<file path="src/sv/sdf_pkg.sv">
// Shared constants for the signed decimal formatter.
package sdf_pkg;

    // Operand and BCD sizes
    localparam int VALUE_W    = 64;
    localparam int NUM_DIGITS = 20;
    localparam int BCD_W      = 4 * NUM_DIGITS;
    localparam int ITER_W     = 6;
    localparam int DIG_IDX_W  = 5;
    localparam int WIDTH_W    = 7;

    // Sign mode codes (code 3 acts as SIGN_NEG_ONLY)
    localparam logic [1:0] SIGN_NEG_ONLY = 2'd0;
    localparam logic [1:0] SIGN_PLUS     = 2'd1;
    localparam logic [1:0] SIGN_SPACE    = 2'd2;

    // ASCII codes
    localparam logic [7:0] ASCII_ZERO  = 8'h30;
    localparam logic [7:0] ASCII_SPACE = 8'h20;
    localparam logic [7:0] ASCII_MINUS = 8'h2D;
    localparam logic [7:0] ASCII_PLUS  = 8'h2B;

    // Sequencer states, one-hot
    typedef enum logic [3:0] {
        ST_IDLE = 4'b0001,
        ST_CONV = 4'b0010,
        ST_PLAN = 4'b0100,
        ST_EMIT = 4'b1000
    } state_t;

endpackage

</file>
<file path="src/sv/signed_decimal_formatter_core.sv">
// Signed 64-bit to padded decimal ASCII formatter, one character per transaction.
//
// Input stream (s_*): one transaction carries a signed value, a sign mode, a
// minimum field width and a fill character. s_tready is high only while the
// block is idle, so one number is formatted at a time.
// Output stream (m_*): one character per transaction, most significant first,
// m_tlast set on the final character of the number.
// Conversion runs a shift-and-add-3 (double dabble) unit over the 64 value
// bits, one bit per cycle, then a planning state sizes the field.
// The characters then leave one per cycle while m_tready is high. A number
// comes out as N characters, N between 1 and max(20, min(min_width, MAX_WIDTH)).
// A stalled receiver holds the current character in the output register and
// freezes the sequence; the block takes the next number once the last
// character is in the output register.
// Reset (rst_n low) returns the sequencer to idle and drops m_tvalid; a number
// in progress is abandoned.
module signed_decimal_formatter_core #(
    parameter int MAX_WIDTH = 64
) (
    input  logic        clk,
    input  logic        rst_n,
    input  logic        s_tvalid,
    output logic        s_tready,
    // [63:0] value, [65:64] sign_mode, [72:66] min_width, [80:73] fill_char
    input  logic [87:0] s_tdata,
    output logic        m_tvalid,
    input  logic        m_tready,
    // [7:0] out_char
    output logic [7:0]  m_tdata,
    output logic        m_tlast
);

    sdf_pkg::state_t state_reg, state_next;

    logic [sdf_pkg::VALUE_W-1:0]   mag_reg, mag_next;
    logic [sdf_pkg::BCD_W-1:0]     bcd_reg, bcd_next;
    logic [sdf_pkg::ITER_W-1:0]    iter_reg, iter_next;
    logic [7:0]                    sign_char_reg, sign_char_next;
    logic                          has_sign_reg, has_sign_next;
    logic [7:0]                    fill_reg, fill_next;
    logic [sdf_pkg::WIDTH_W-1:0]   width_reg, width_next;
    logic [sdf_pkg::WIDTH_W-1:0]   pre_cnt_reg, pre_cnt_next;
    logic [sdf_pkg::WIDTH_W-1:0]   sign_pos_reg, sign_pos_next;
    logic [sdf_pkg::WIDTH_W-1:0]   k_reg, k_next;
    logic [sdf_pkg::DIG_IDX_W-1:0] dig_idx_reg, dig_idx_next;
    logic [7:0]                    out_char_reg, out_char_next;
    logic                          out_last_reg, out_last_next;
    logic                          out_valid_reg, out_valid_next;

    // Input fields
    logic [sdf_pkg::VALUE_W-1:0] in_value;
    logic [1:0]                  in_sign_mode;
    logic [6:0]                  in_min_width;
    logic [7:0]                  in_fill_char;

    assign in_value     = s_tdata[63:0];
    assign in_sign_mode = s_tdata[65:64];
    assign in_min_width = s_tdata[72:66];
    assign in_fill_char = s_tdata[80:73];

    // Ports
    assign s_tready = (state_reg == sdf_pkg::ST_IDLE);
    assign m_tvalid = out_valid_reg;
    assign m_tdata  = out_char_reg;
    assign m_tlast  = out_last_reg;

    // Shift-and-add-3 adjust on every BCD digit
    logic [sdf_pkg::BCD_W-1:0] bcd_adj;
    always_comb
    begin
        for (int i = 0; i < sdf_pkg::NUM_DIGITS; i++)
        begin
            if (bcd_reg[4*i +: 4] >= 4'd5)
                bcd_adj[4*i +: 4] = bcd_reg[4*i +: 4] + 4'd3;
            else
                bcd_adj[4*i +: 4] = bcd_reg[4*i +: 4];
        end
    end

    // Highest nonzero digit
    logic [sdf_pkg::DIG_IDX_W-1:0] top_digit;
    always_comb
    begin
        top_digit = '0;
        for (int i = 0; i < sdf_pkg::NUM_DIGITS; i++)
        begin
            if (bcd_reg[4*i +: 4] != 4'd0)
                top_digit = sdf_pkg::DIG_IDX_W'(i);
        end
    end

    // Field sizing
    logic [sdf_pkg::WIDTH_W-1:0] char_cnt;
    logic [sdf_pkg::WIDTH_W-1:0] pad_cnt;
    logic                        zero_fill;
    assign char_cnt  = sdf_pkg::WIDTH_W'(top_digit) + 7'd1 + sdf_pkg::WIDTH_W'(has_sign_reg);
    assign pad_cnt   = (width_reg > char_cnt) ? (width_reg - char_cnt) : '0;
    assign zero_fill = (fill_reg == sdf_pkg::ASCII_ZERO);

    // Width cap at MAX_WIDTH
    logic [sdf_pkg::WIDTH_W-1:0] width_cap;
    assign width_cap = ({1'b0, in_min_width} > 8'(MAX_WIDTH)) ? sdf_pkg::WIDTH_W'(MAX_WIDTH)
                                                                : in_min_width;

    // Current digit
    logic [3:0] cur_digit;
    assign cur_digit = bcd_reg[{dig_idx_reg, 2'b00} +: 4];

    logic out_load;
    assign out_load = !out_valid_reg || m_tready;

    // Sequencer
    always_comb
    begin
        state_next     = state_reg;
        mag_next       = mag_reg;
        bcd_next       = bcd_reg;
        iter_next      = iter_reg;
        sign_char_next = sign_char_reg;
        has_sign_next  = has_sign_reg;
        fill_next      = fill_reg;
        width_next     = width_reg;
        pre_cnt_next   = pre_cnt_reg;
        sign_pos_next  = sign_pos_reg;
        k_next         = k_reg;
        dig_idx_next   = dig_idx_reg;
        out_char_next  = out_char_reg;
        out_last_next  = out_last_reg;
        out_valid_next = out_valid_reg;

        if (m_tready)
            out_valid_next = 1'b0;

        case (state_reg)
            sdf_pkg::ST_IDLE:
            begin
                if (s_tvalid)
                begin
                    mag_next   = in_value[63] ? (64'd0 - in_value) : in_value;
                    bcd_next   = '0;
                    iter_next  = '0;
                    fill_next  = in_fill_char;
                    width_next = width_cap;
                    if (in_value[63])
                    begin
                        sign_char_next = sdf_pkg::ASCII_MINUS;
                        has_sign_next  = 1'b1;
                    end
                    else if (in_sign_mode == sdf_pkg::SIGN_PLUS)
                    begin
                        sign_char_next = sdf_pkg::ASCII_PLUS;
                        has_sign_next  = 1'b1;
                    end
                    else if (in_sign_mode == sdf_pkg::SIGN_SPACE)
                    begin
                        sign_char_next = sdf_pkg::ASCII_SPACE;
                        has_sign_next  = 1'b1;
                    end
                    else
                    begin
                        sign_char_next = sdf_pkg::ASCII_SPACE;
                        has_sign_next  = 1'b0;
                    end
                    state_next = sdf_pkg::ST_CONV;
                end
            end

            sdf_pkg::ST_CONV:
            begin
                bcd_next  = {bcd_adj[sdf_pkg::BCD_W-2:0], mag_reg[sdf_pkg::VALUE_W-1]};
                mag_next  = {mag_reg[sdf_pkg::VALUE_W-2:0], 1'b0};
                iter_next = iter_reg + sdf_pkg::ITER_W'(1);
                if (iter_reg == '1)
                    state_next = sdf_pkg::ST_PLAN;
            end

            sdf_pkg::ST_PLAN:
            begin
                pre_cnt_next  = pad_cnt + sdf_pkg::WIDTH_W'(has_sign_reg);
                sign_pos_next = zero_fill ? '0 : pad_cnt;
                dig_idx_next  = top_digit;
                k_next        = '0;
                state_next    = sdf_pkg::ST_EMIT;
            end

            sdf_pkg::ST_EMIT:
            begin
                if (out_load)
                begin
                    out_valid_next = 1'b1;
                    if (k_reg < pre_cnt_reg)
                    begin
                        // Padding or sign
                        out_last_next = 1'b0;
                        if (has_sign_reg && (k_reg == sign_pos_reg))
                            out_char_next = sign_char_reg;
                        else
                            out_char_next = fill_reg;
                        k_next = k_reg + sdf_pkg::WIDTH_W'(1);
                    end
                    else
                    begin
                        // Digits, most significant first
                        out_char_next = sdf_pkg::ASCII_ZERO + {4'd0, cur_digit};
                        out_last_next = (dig_idx_reg == '0);
                        dig_idx_next  = dig_idx_reg - sdf_pkg::DIG_IDX_W'(1);
                        if (dig_idx_reg == '0)
                            state_next = sdf_pkg::ST_IDLE;
                    end
                end
            end

            default:
            begin
                state_next = sdf_pkg::ST_IDLE;
            end
        endcase
    end

    // Control registers
    always_ff @(posedge clk or negedge rst_n)
    begin
        if (!rst_n)
        begin
            state_reg     <= sdf_pkg::ST_IDLE;
            out_valid_reg <= 1'b0;
        end
        else
        begin
            state_reg     <= state_next;
            out_valid_reg <= out_valid_next;
        end
    end

    // Datapath registers
    always_ff @(posedge clk)
    begin
        mag_reg       <= mag_next;
        bcd_reg       <= bcd_next;
        iter_reg      <= iter_next;
        sign_char_reg <= sign_char_next;
        has_sign_reg  <= has_sign_next;
        fill_reg      <= fill_next;
        width_reg     <= width_next;
        pre_cnt_reg   <= pre_cnt_next;
        sign_pos_reg  <= sign_pos_next;
        k_reg         <= k_next;
        dig_idx_reg   <= dig_idx_next;
        out_char_reg  <= out_char_next;
        out_last_reg  <= out_last_next;
    end

endmodule

</file>
<file path="config.mk">
export PLATFORM = sky130hd
export DESIGN_NAME = signed_decimal_formatter_core
export DESIGN_NICKNAME = d
export VERILOG_FILES = /design/src/sv/sdf_pkg.sv /design/src/sv/signed_decimal_formatter_core.sv
export SDC_FILE = /design/constraint.sdc
export NUM_CORES = 1
export LEC_CHECK = 0
export ABC_AREA = 1
export ABC_CLOCK_PERIOD_IN_PS = 36000
export BUFFER_PORTS_ARGS = -buffer_cell sky130_fd_sc_hd__buf_2
export CORE_AREA = 3 3 147 149
export DETAILED_ROUTE_END_ITERATION = 16
export DIE_AREA = 0 0 150 152
export GPL_TIMING_DRIVEN = 0
export PLACE_DENSITY = 0.87
export SKIP_CTS_REPAIR_TIMING = 1
export SYNTH_ARGS = -nofsm -noshare
export SYNTH_HDL_FRONTEND = slang
export SYNTH_SLANG_ARGS = --single-unit
export TNS_END_PERCENT = 100
</file>
<file path="constraint.sdc">
create_clock -name clk -period 36 [get_ports clk]
set_input_delay 10.8 -clock clk [delete_from_list [all_inputs] [get_ports clk]]
set_output_delay 10.8 -clock clk [all_outputs]
set_load 0.03 [all_outputs]
</file>
# Word level (Yosys, flattened, before mapping)
# Cells that the tools add are included.
[op_classes] add_sub_neg=29 n_mul=0 div=0 magnitude_cmp=23 n_eq_ne=15 shift=1 muxes=66 bitwise=0 n_reduce_logical=32
[op_table] op="$pmux W80 S2" n=1
[op_table] op="$mux W64" n=2
[op_table] op="$pmux W64 S2" n=1
[op_table] op="$mux W4" n=25
[op_table] op="$mux W5" n=20
[op_table] op="$ge A4 B3 Y1 const B" n=20
[op_table] op="$mux W80" n=1
[op_table] op="$shiftx A80 B8 Y4" n=1
[op_table] op="$add A4 B2 Y4 const B" n=19
[op_table] op="$reduce_bool A4 Y1" n=19
[op_table] op="$sub A1 B64 Y64 const A" n=1
[op_table] op="$mux W7" n=3
[op_table] op="$mux W8" n=2
[op_table] op="$pmux W4 S4" n=1
[op_table] op="$pmux W7 S2" n=1
[op_table] op="$ne A2 B2 Y1 const B" n=6
[op_table] op="$pmux W6 S2" n=1
[op_table] op="$pmux W5 S2" n=1
[op_table] op="$eq A8 B6 Y1 const B" n=1
[op_table] op="$add A6 B1 Y7" n=1
[op_table] op="$add A6 B4 Y7 const A" n=1
[op_table] op="$add A7 B1 Y7" n=1
[op_table] op="$add A7 B1 Y7 const B" n=1
[op_table] op="$eq A7 B7 Y1" n=1
[op_table] op="27 further kinds" n=35
[word_totals] register_bits=214 latch_bits=0 ramBits=0 rom_bits=0 in_bits=92 wordCells=181 n_memories=0

# Longest topological paths before layout
# Gate-level depths: netlist of the first run.
[logic_depth] depth_word=25 depth_mapped=42 depth_no_buf=41

# Worst setup path before layout of the first run
# No wires, ideal clock.
[synth_timing] path_kind="input port to flip-flop" startpoint="input port s_tvalid" endpoint="register bcd_reg[0] in the netlist's numbering, enable pin" arrival_ps=21304 slack_ps=13828 cell_stages=2 path_buffers=0 cell_sequence="inv_1 > o21ai_0"
[synth_between] elab_chain_len=2
[synth_rtl] element="start, declared" line_no="signed_decimal_formatter_core.sv:22" rtl="input logic s_tvalid,"
[synth_rtl] element="$ne A2 B2 Y1 (no source line)"
[synth_rtl] element="$reduce_and A2 Y1 (no source line)"
[synth_rtl] element="end signal, assigned" line_no="signed_decimal_formatter_core.sv:239" rtl="bcd_reg <= bcd_next;"
[synth_rtl] element="end, declared" line_no="signed_decimal_formatter_core.sv:36" rtl="logic [sdf_pkg::BCD_W-1:0] bcd_reg, bcd_next;"
# No other way between the ends.
# A chain may end at the register's enable or synchronous reset.

# Worst setup path after layout of the first run
[layout_timing] startpoint="input port s_tdata[0]" endpoint="register mag_reg[54] in the netlist's numbering, data pin"
[layout_between] elab_chain_len=4
[layout_rtl] element="start, declared" line_no="signed_decimal_formatter_core.sv:25" rtl="input logic [87:0] s_tdata,"
[layout_rtl] element="$sub A1 B64 Y64" line_no="signed_decimal_formatter_core.sv:139" rtl="mag_next = in_value[63] ? (64'd0 - in_value) : in_value;"
[layout_rtl] element="$mux W64" line_no="signed_decimal_formatter_core.sv:139"
[layout_rtl] element="$mux W64" line_no="signed_decimal_formatter_core.sv:137" rtl="if (s_tvalid)"
[layout_rtl] element="$pmux W64 S2" line_no="signed_decimal_formatter_core.sv:134" rtl="case (state_reg)"
[layout_rtl] element="named net mag_next, one bit" line_no="signed_decimal_formatter_core.sv:35" rtl="logic [sdf_pkg::VALUE_W-1:0] mag_reg, mag_next;"
[layout_rtl] element="end signal, assigned" line_no="signed_decimal_formatter_core.sv:238" rtl="mag_reg <= mag_next;"
[layout_rtl] element="end, declared" line_no="signed_decimal_formatter_core.sv:35"
# The timed path passes the listed nets, and every way through them passes these cells. The select of a mux whose other input is x is not followed.

==> summary.md, run 1 <==
| Metric | Value |
|---|---|
| # clock sinks | `209` |
| Layout cell share with drive strength beyond 1 | `about a tenth` |
| Final nets | `~1,800` |
| Worst path slowest cell | `a21oi_2` |
| Area grow syn2layout | `13.5%` |
| Vias | `11,800` |
| Post-detail-place hpwl | `between 20,000 and 25,000 um` |
| Final antenna diode count | `0` |
| Synthesis Warnings | `0` |
| Endpoint type of the worst setup path | `flip-flop` |
| Outcome | `complete, no violations` |
| Final core occ | `74.2%` |
| Final wirelength | `33,800 um` |
| Die width | `150 um` |
| Fmax | `78.4 MHz` |
| I/O pin cnt | `a little over 100` |
| Synth Instances | `1,560` |
| Initial DRT Pass Iterations | `6` |
| Root Buffer | `clkbuf_16` |
| Routed WL per cell | `17.1 um` |
| CP Cell Sequence | `buf_2 > inv_1 > ha_1 > inv_1 > nor3_2 > inv_2 > nor2_4 > nand4_4 > nor2_4 > a31oi_1 > a21oi_2 > o21ai_2 > nor3_1 > nand3b_1 > nand2_1` |
| FILL cells | `1,455` |
| Synthesized area | `13,300 um^2` |
| Startpoint Class | `input pin` |
| Slew Limit Fails | `0` |
| Routed Antenna Nets | `0` |
| Synth top area share | `46.1%` |
| Initial antenna violation count | `0` |
| Clock skew | `~0.012 ns` |
| Total track usage | `29.1%` |
| PwrDens | `roughly 78 nW/um^2` |
| Total nets after synthesis | `1,715` |
| Num rows | `52` |
| Crit path required time | `36.28 ns` |
| Relative slew slack | `a little under a quarter` |
| Tmin final | `12.75 ns` |
| Maximum buffer depth of the clock tree | `3` |
| Vias per inst | `around 6.0` |
| Worst Path Arrival | `13.03 ns` |
| Post-Layout Inst Area | `15,100 um^2` |
| Post-synth top area cell | `edfxtp_1` |
| Final GP Congestion | `0.927` |
| Clk_lat worst skew | `~0.53 ns` |
| Top post-synthesis cells by count | `nand2_1 (243), edfxtp_1 (204), inv_1 (197)` |
| Final std cells w/o fill | `a little under 2,000` |
| Cell Count Post-Placement | `1,932` |
| Post-synth ARST share | `around 2.4%` |
| Area contributors post-synth | `edfxtp_1 (46%), nand2_1 (6.9%), o21ai_0 (6.8%)` |
| Clock Pin Slew Worst Setup and Hold Paths | `around 0.06 ns` |
| Pin count of the biggest net entering global routing | `33` |
| Initial DRC Count | `1,189` |
| DP Area | `14,200 um^2` |
| Synth unique cells | `54` |
| Vias in the first global route | `11,300` |
| CTS Buf Count | `24` |
| Crit path max fanout | `6` |
| Crit path largest cell delay | `roughly 0.27 ns` |
| Max VDD drop | `0.0448 mV` |
| Static Leakage | `around 6.2 nW` |
| Core area | `20,300 um^2` |
| H-tree depth | `1` |
| Crit Path Category | `input pin to flip-flop` |
| Worst hold stages | `2` |
| CTS tree | `done` |
| Setup TNS | `0 ns` |
| DRC violations left | `0` |
| Total die area | `about 23,000 um^2` |
| Sequential area share after synthesis | `47.1%` |
| Syn Area/Cell | `about 8.5 um^2` |
| Worst hold path type | `flip-flop to flip-flop` |
| Endpoints failing setup | `0` |
| Final Hold Viols | `0` |
| Most common cell in the synthesized netlist | `nand2_1` |
| Port Buffers | `95` |
| Ys flop type | `edfxtp_1` |
| Final total power | `1.17 mW` |
| EDFF count, synth | `204` |
| Worst-margin pin slew | `1.14 ns` |
| Max FFs per register | `80` |
| Total congestion overflow | `0` |
| RSZ-0062 raised after global routing | `false` |
| Die height | `152 um` |
| Number of max-cap violations | `0` |
| Worst-case reg-to-reg path depth | `39` |
| Synthesized flop and latch total | `209` |
| Final Cycle Share | `35.4%` |
| First-pass GRT wire length | `54,200 um` |
| Initial core utilization | `65.4%` |
worst paths after layout:
kind | from | end | slack [ns]
min in group asynchronous | rst_n | m_tvalid | 10.09
min reg2reg | mag_reg[35] | mag_reg[36] | 0.53
max in group asynchronous | rst_n | state_reg[0] | 25.67
max reg2reg | bcd_reg[12] | pre_cnt_reg[6] | 30.77
min | mag_reg[35] | mag_reg[36] | 0.53
max | s_tdata[0] | mag_reg[54] | 23.25
worst max-delay path: cells and delay by family:
| kind | cells | cell delay (ns) |
|---|---|---|
| simple gates | 7 | 1.12 |
| compound gates | 3 | 0.61 |
| buf+inv | 4 | 0.33 |
| fa+ha+maj | 1 | 0.15 |
cell families (layout without fill, tap and decap cells):
group / Yosys count / after routing / synth area share [%]
simple gates: 571 / 571 / 18.9
xor+xnor: 76 / 76 / 5.01
flops: 209 / 209 / 47.1
buf+inv: 254 / 400 / 7.19
other cells: 1 / 1 / 0.0283
mux: 1 / 1 / 0.0754
fa+ha+maj: 63 / 63 / 5.99
compound gates: 385 / 385 / 15.7
area by class of cell:
class	instances	area, um^2	area share (%)
repair buffers	102	609	4.05
flip-flops and latches	209	6250	41.5
multi-input cells	1097	6090	40.4
plain buffers	49	185	1.23
clock inverters	17	180	1.20
inverters	205	769	5.11
well taps	270	338	2.24
clock buffers	27	643	4.27
through the flow:
step	hold WS, ns	setup slack, ns
after global routing	0.553	23.08
after floorplan	0.490	13.83
after global placement	0.500	9.36
after CTS	0.526	23.29
after detailed placement	0.517	22.76
final	0.530	23.25
layer usage:
layer	up-vias	track usage (%)	share of wire (%)
li1	5596	-	-
met1	5470	38.8	39
met2	638	48.8	48
met3	118	4.17	9.7
met4	0	10.4	3.5
met5	-	0	0
cell usage in the layout, fill, tap and decap left out, types with 5 or more instances in the layout:
master / n
nand2_1: 243
edfxtp_1: 204
inv_1: 197
nor2_1: 181
o21ai_0: 179
a21oi_1: 121
buf_2: 96
ha_1: 62
xor2_1: 52
nand3_1: 49
clkbuf_1: 49
nor3_1: 33
clkbuf_16: 25
xnor2_1: 24
o21ai_1: 19
a31oi_1: 18
nor4_1: 15
nand4_1: 10
o31ai_1: 10
o211ai_1: 7
a211oi_1: 7
clkinv_2: 7
inv_2: 6
o21bai_1: 5
or2_2: 5
nor3b_1: 5
power breakdown:
part / internal [mW] / switching (mW) / total, mW
combinational: 0.139 / 0.302 / 0.441
clock: 0.151 / 0.104 / 0.255
sequential: 0.412 / 0.0625 / 0.474
Power figures use the tool's default switching activity.
==> inputs of run 2 (changes only) <==
--- a/config.mk
+++ b/config.mk
@@ -5,14 +5,14 @@
 export SDC_FILE = /design/constraint.sdc
 export NUM_CORES = 1
 export LEC_CHECK = 0
-export ABC_AREA = 1
-export ABC_CLOCK_PERIOD_IN_PS = 36000
+export ABC_AREA = 0
+export ABC_CLOCK_PERIOD_IN_PS = 12600
 export BUFFER_PORTS_ARGS = -buffer_cell sky130_fd_sc_hd__buf_2
-export CORE_AREA = 3 3 147 149
+export CORE_AREA = 3 3 150 152
 export DETAILED_ROUTE_END_ITERATION = 16
-export DIE_AREA = 0 0 150 152
+export DIE_AREA = 0 0 153 155
 export GPL_TIMING_DRIVEN = 0
-export PLACE_DENSITY = 0.87
+export PLACE_DENSITY = 0.82
 export SKIP_CTS_REPAIR_TIMING = 1
 export SYNTH_ARGS = -nofsm -noshare
 export SYNTH_HDL_FRONTEND = slang
==> constraint.sdc (replaced) <==
create_clock -name clk -period 12.6 [get_ports clk]
set_input_delay 3.78 -clock clk [delete_from_list [all_inputs] [get_ports clk]]
set_output_delay 3.78 -clock clk [all_outputs]
set_load 0.03 [all_outputs]
==> run 2 against run 1 <==
Net effect: combinational power increased by 130%; count of clock-buffer cells in the layout increased by 9; worst setup slack got worse by 17 ns; cell area decreased by 3.3%; largest cell class unchanged.
==> summary.md, run 2 <==
| Metric | Value |
|---|---|
| Clock skew | `0.0267 ns (was 0.0117 ns)` |
| Final antenna diode count | `0 (unchanged)` |
| Routed Antenna Nets | `0 (unchanged)` |
| Setup TNS | `0 ns (unchanged)` |
| FILL cells | `1,559 (was 1,455)` |
| Worst-margin pin slew | `0.854 ns (was 1.14 ns)` |
| Gr busiest metal | `met2 (unchanged)` |
| Layout cell share with drive strength beyond 1 | `14.2% (was 10.7%)` |
| Post-synth ARST share | `2.39% (unchanged)` |
| Static Leakage | `5.40 nW (was 6.19 nW)` |
| Synthesized area | `12,900 um^2 (was 13,300 um^2)` |
| Most common cell in the synthesized netlist | `edfxtp_1 (was nand2_1)` |
| Crit Path Category | `input pin to flip-flop (unchanged)` |
| First-pass GRT wire length | `49,100 um (was 54,200 um)` |
| Sequential area share after synthesis | `48.6% (was 47.1%)` |
| Total congestion overflow | `0 (unchanged)` |
| CTS tree | `done (unchanged)` |
| Grt met2 use | `44.3% (was 48.8%)` |
| Final total power | `2.99 mW (was 1.17 mW)` |
| Relative slew slack | `42.3% (was 23.4%)` |
| Internal power | `1.91 mW (was 0.701 mW)` |
| Switch share | `36.2% (was 40.0%)` |
| PwrDens | `205 nW/um^2 (was 77.6 nW/um^2)` |
| Commonest non-fill, non-tap cells in the layout | `edfxtp_1 (204), nor2_1 (141), nand2_1 (125), buf_2 (97), o21ai_0 (93) (was nand2_1 (243), edfxtp_1 (204), inv_1 (197), nor2_1 (181), o21ai_0 (179))` |
| Die width | `153 um (was 150 um)` |
| EDFF count, synth | `204 (unchanged)` |
| Outcome | `complete, no violations (unchanged)` |
| RSZ-0062 raised after global routing | `false (unchanged)` |
| Core area | `21,200 um^2 (was 20,300 um^2)` |
| Max VDD drop | `0.110 mV (was 0.0448 mV)` |
| Number of max-cap violations | `0 (unchanged)` |
| Hold endpoint | `mag_reg[60] (was mag_reg[36])` |
| Slew Limit Fails | `0 (unchanged)` |
| Power share of the combinational group | `33.4% (was 37.7%)` |
| Fmax | `162 MHz` |
| Worst hold stages | `2 (unchanged)` |
| # clock sinks | `209 (unchanged)` |
| Port Buffers | `95 (unchanged)` |
| Total nets after synthesis | `1,397 (was 1,715)` |
| Worst hold path type | `flip-flop to flip-flop (unchanged)` |
| Crit path required time | `12.85 ns (was 36.28 ns)` |
| Hold path startpoint | `mag_reg[59] (was mag_reg[35])` |
| Register-to-register setup slack | `6.89 ns (was 30.77 ns)` |
| CTS Buf Count | `24 (unchanged)` |
| Vias in the first global route | `9,939 (was 11,300)` |
| Initial DRC Count | `735 (was 1,189)` |
| Clock Pin Slew Worst Setup and Hold Paths | `0.06 ns (about the same)` |
| Tmin final | `6.18 ns` |
| Startpoint Class | `input pin (unchanged)` |
| Root Buffer | `clkbuf_16 (unchanged)` |
| DRC violations left | `0 (unchanged)` |
| Most common cell after layout, fill and taps aside | `edfxtp_1 (was nand2_1)` |
| Top post-synthesis cells by count | `edfxtp_1 (204), nor2_1 (141), nand2_1 (126) (was nand2_1 (243), edfxtp_1 (204), inv_1 (197))` |
| Syn Area/Cell | `10.4 um^2 (was 8.51 um^2)` |
| Clk network pwr share | `23.3% (was 21.8%)` |
| Maximum buffer depth of the clock tree | `3 (unchanged)` |
| I/O pin cnt | `103 (unchanged)` |
| Synthesis Warnings | `0 (unchanged)` |
| Synth Instances | `1,242 (was 1,560)` |
| Clk_lat worst skew | `0.53 ns (about the same)` |
| Met3 Usage GRT | `3.45% (was 4.17%)` |
| Ys flop type | `edfxtp_1 (unchanged)` |
| H-tree depth | `1 (unchanged)` |
| Crit path max fanout | `10 (was 6)` |
| Die height | `155 um (was 152 um)` |
| Post-synth top area cell | `edfxtp_1 (unchanged)` |
| Num rows | `53 (was 52)` |
| Initial DRT Pass Iterations | `5 (was 6)` |
| Synth unique cells | `64 (was 54)` |
| Pin count of the biggest net entering global routing | `69 (was 33)` |
| Worst-case reg-to-reg path depth | `22 (was 39)` |
| Reg power frac | `43.4% (was 40.5%)` |
| Endpoint type of the worst setup path | `flip-flop (unchanged)` |
| Final Hold Viols | `0 (unchanged)` |
| Final wirelength | `29,800 um (was 33,800 um)` |
| Synthesized flop and latch total | `209 (unchanged)` |
| R2R Path Start | `bcd_reg[20] (was bcd_reg[12])` |
| Total die area | `23,700 um^2 (was 22,800 um^2)` |
| Total track usage | `25.0% (was 29.1%)` |
| Final GP Congestion | `0.920 (was 0.927)` |
| Synth top area share | `47.6% (was 46.1%)` |
| Area contributors post-synth | `edfxtp_1 (48%), ha_1 (6.0%), xor2_1 (5.5%) (was edfxtp_1 (46%), nand2_1 (6.9%), o21ai_0 (6.8%))` |
| Endpoints failing setup | `0 (unchanged)` |
| Initial core utilization | `60.8% (was 65.4%)` |
| Crit path launch | `s_tdata[22] (was s_tdata[0])` |
| Routed WL per cell | `18.0 um (was 17.1 um)` |
| Final Cycle Share | `49.0%` |
| R2r endpoint | `pre_cnt_reg[4] (was pre_cnt_reg[6])` |
| Met1 Use GR | `32.4% (was 38.8%)` |
| Initial antenna violation count | `0 (unchanged)` |
| Vias per inst | `6.02 (was 5.98)` |
| Vias | `9,990 (was 11,800)` |
| Post-detail-place hpwl | `21,200 um (was 24,000 um)` |
| Switching power | `1.08 mW (was 0.468 mW)` |
| Area grow syn2layout | `13.1% (was 13.5%)` |
| Worst Path Arrival | `6.43 ns (was 13.03 ns)` |
| Max FFs per register | `80 (unchanged)` |
| Final nets | `1,521 (was 1,843)` |
-- run 2: cells by family after synthesis --
| logic type | Yosys count | share of synthesized area, % |
|---|---|---|
| DFF | 209 | 48.6 |
| AOI/OAI and AO/OA | 267 | 12.4 |
| other | 1 | 0.0291 |
| adders and majority gates | 63 | 6.18 |
| and+or+nand+nor | 436 | 16.7 |
| buffers and inverters | 117 | 3.70 |
| muxes | 30 | 4.28 |
| xor gates and xnor gates | 119 | 8.10 |
-- run 2: metal layers --
| metal | share of wire, % | wire length (um) | vias up |
|---|---|---|---|
| li1 | - | - | 4727 |
| met2 | 50 | 15000 | 400 |
| met4 | 2.5 | 757 | 0 |
| met1 | 40 | 12000 | 4803 |
| met5 | 0 | 0 | - |
| met3 | 7.1 | 2110 | 60 |
-- run 2: cell type report --
cell class                 count  area, um^2  share of cell area [%]
buffer                        44         203                    1.39
clock buffer                  36         717                    4.92
clock inverter                 8        68.8                   0.473
inverter                      73         274                    1.88
multi-input combinational    916        6160                    42.3
sequential                   209        6250                    42.9
tap                          275         344                    2.36
timing repair buffer          98         538                    3.70
-- run 2: metrics by stage --
stage	instance area, um^2	hold slack [ns]	setup WS [ns]	utilization [%]	std cells
6_report	14600	0.528	6.42	68.8	1659
4_1_cts	14600	0.527	6.49	68.8	1659
2_1_floorplan	12900	0.496	5.01	-	1242
5_1_grt	14600	0.554	6.29	68.8	1659
3_5_place_dp	13800	0.512	5.96	65.1	1615
3_3_place_gp	13700	0.500	3.28	64.7	1612
-- run 2: critical path: stages --
cell,delay [ns]
buf_2,0.12
or4_1,0.58
nor4b_2,0.74
nand3_2,0.31
buf_2,0.30
o31ai_1,0.35
xor2_1,0.16
o21ai_0,0.08
-- run 2: worst max-delay path by stage --
stage,end
final,mag_reg[54]
after global routing,mag_reg[53]
after CTS,mag_reg[58]
after detailed placement,mag_reg[58]
after global placement,bcd_reg[34]
after floorplan,bcd_reg[0]
-- run 2: power groups by stage --
stage / logic (mW) / registers (mW) / clock network, mW
after floorplan: 0.735 / 1.27 / 0
after global placement: 0.910 / 1.34 / 0
after detailed placement: 0.978 / 1.30 / 0
after CTS: 0.994 / 1.29 / 0.700
after global routing: 1.12 / 1.33 / 0.732
final: 0.996 / 1.29 / 0.695
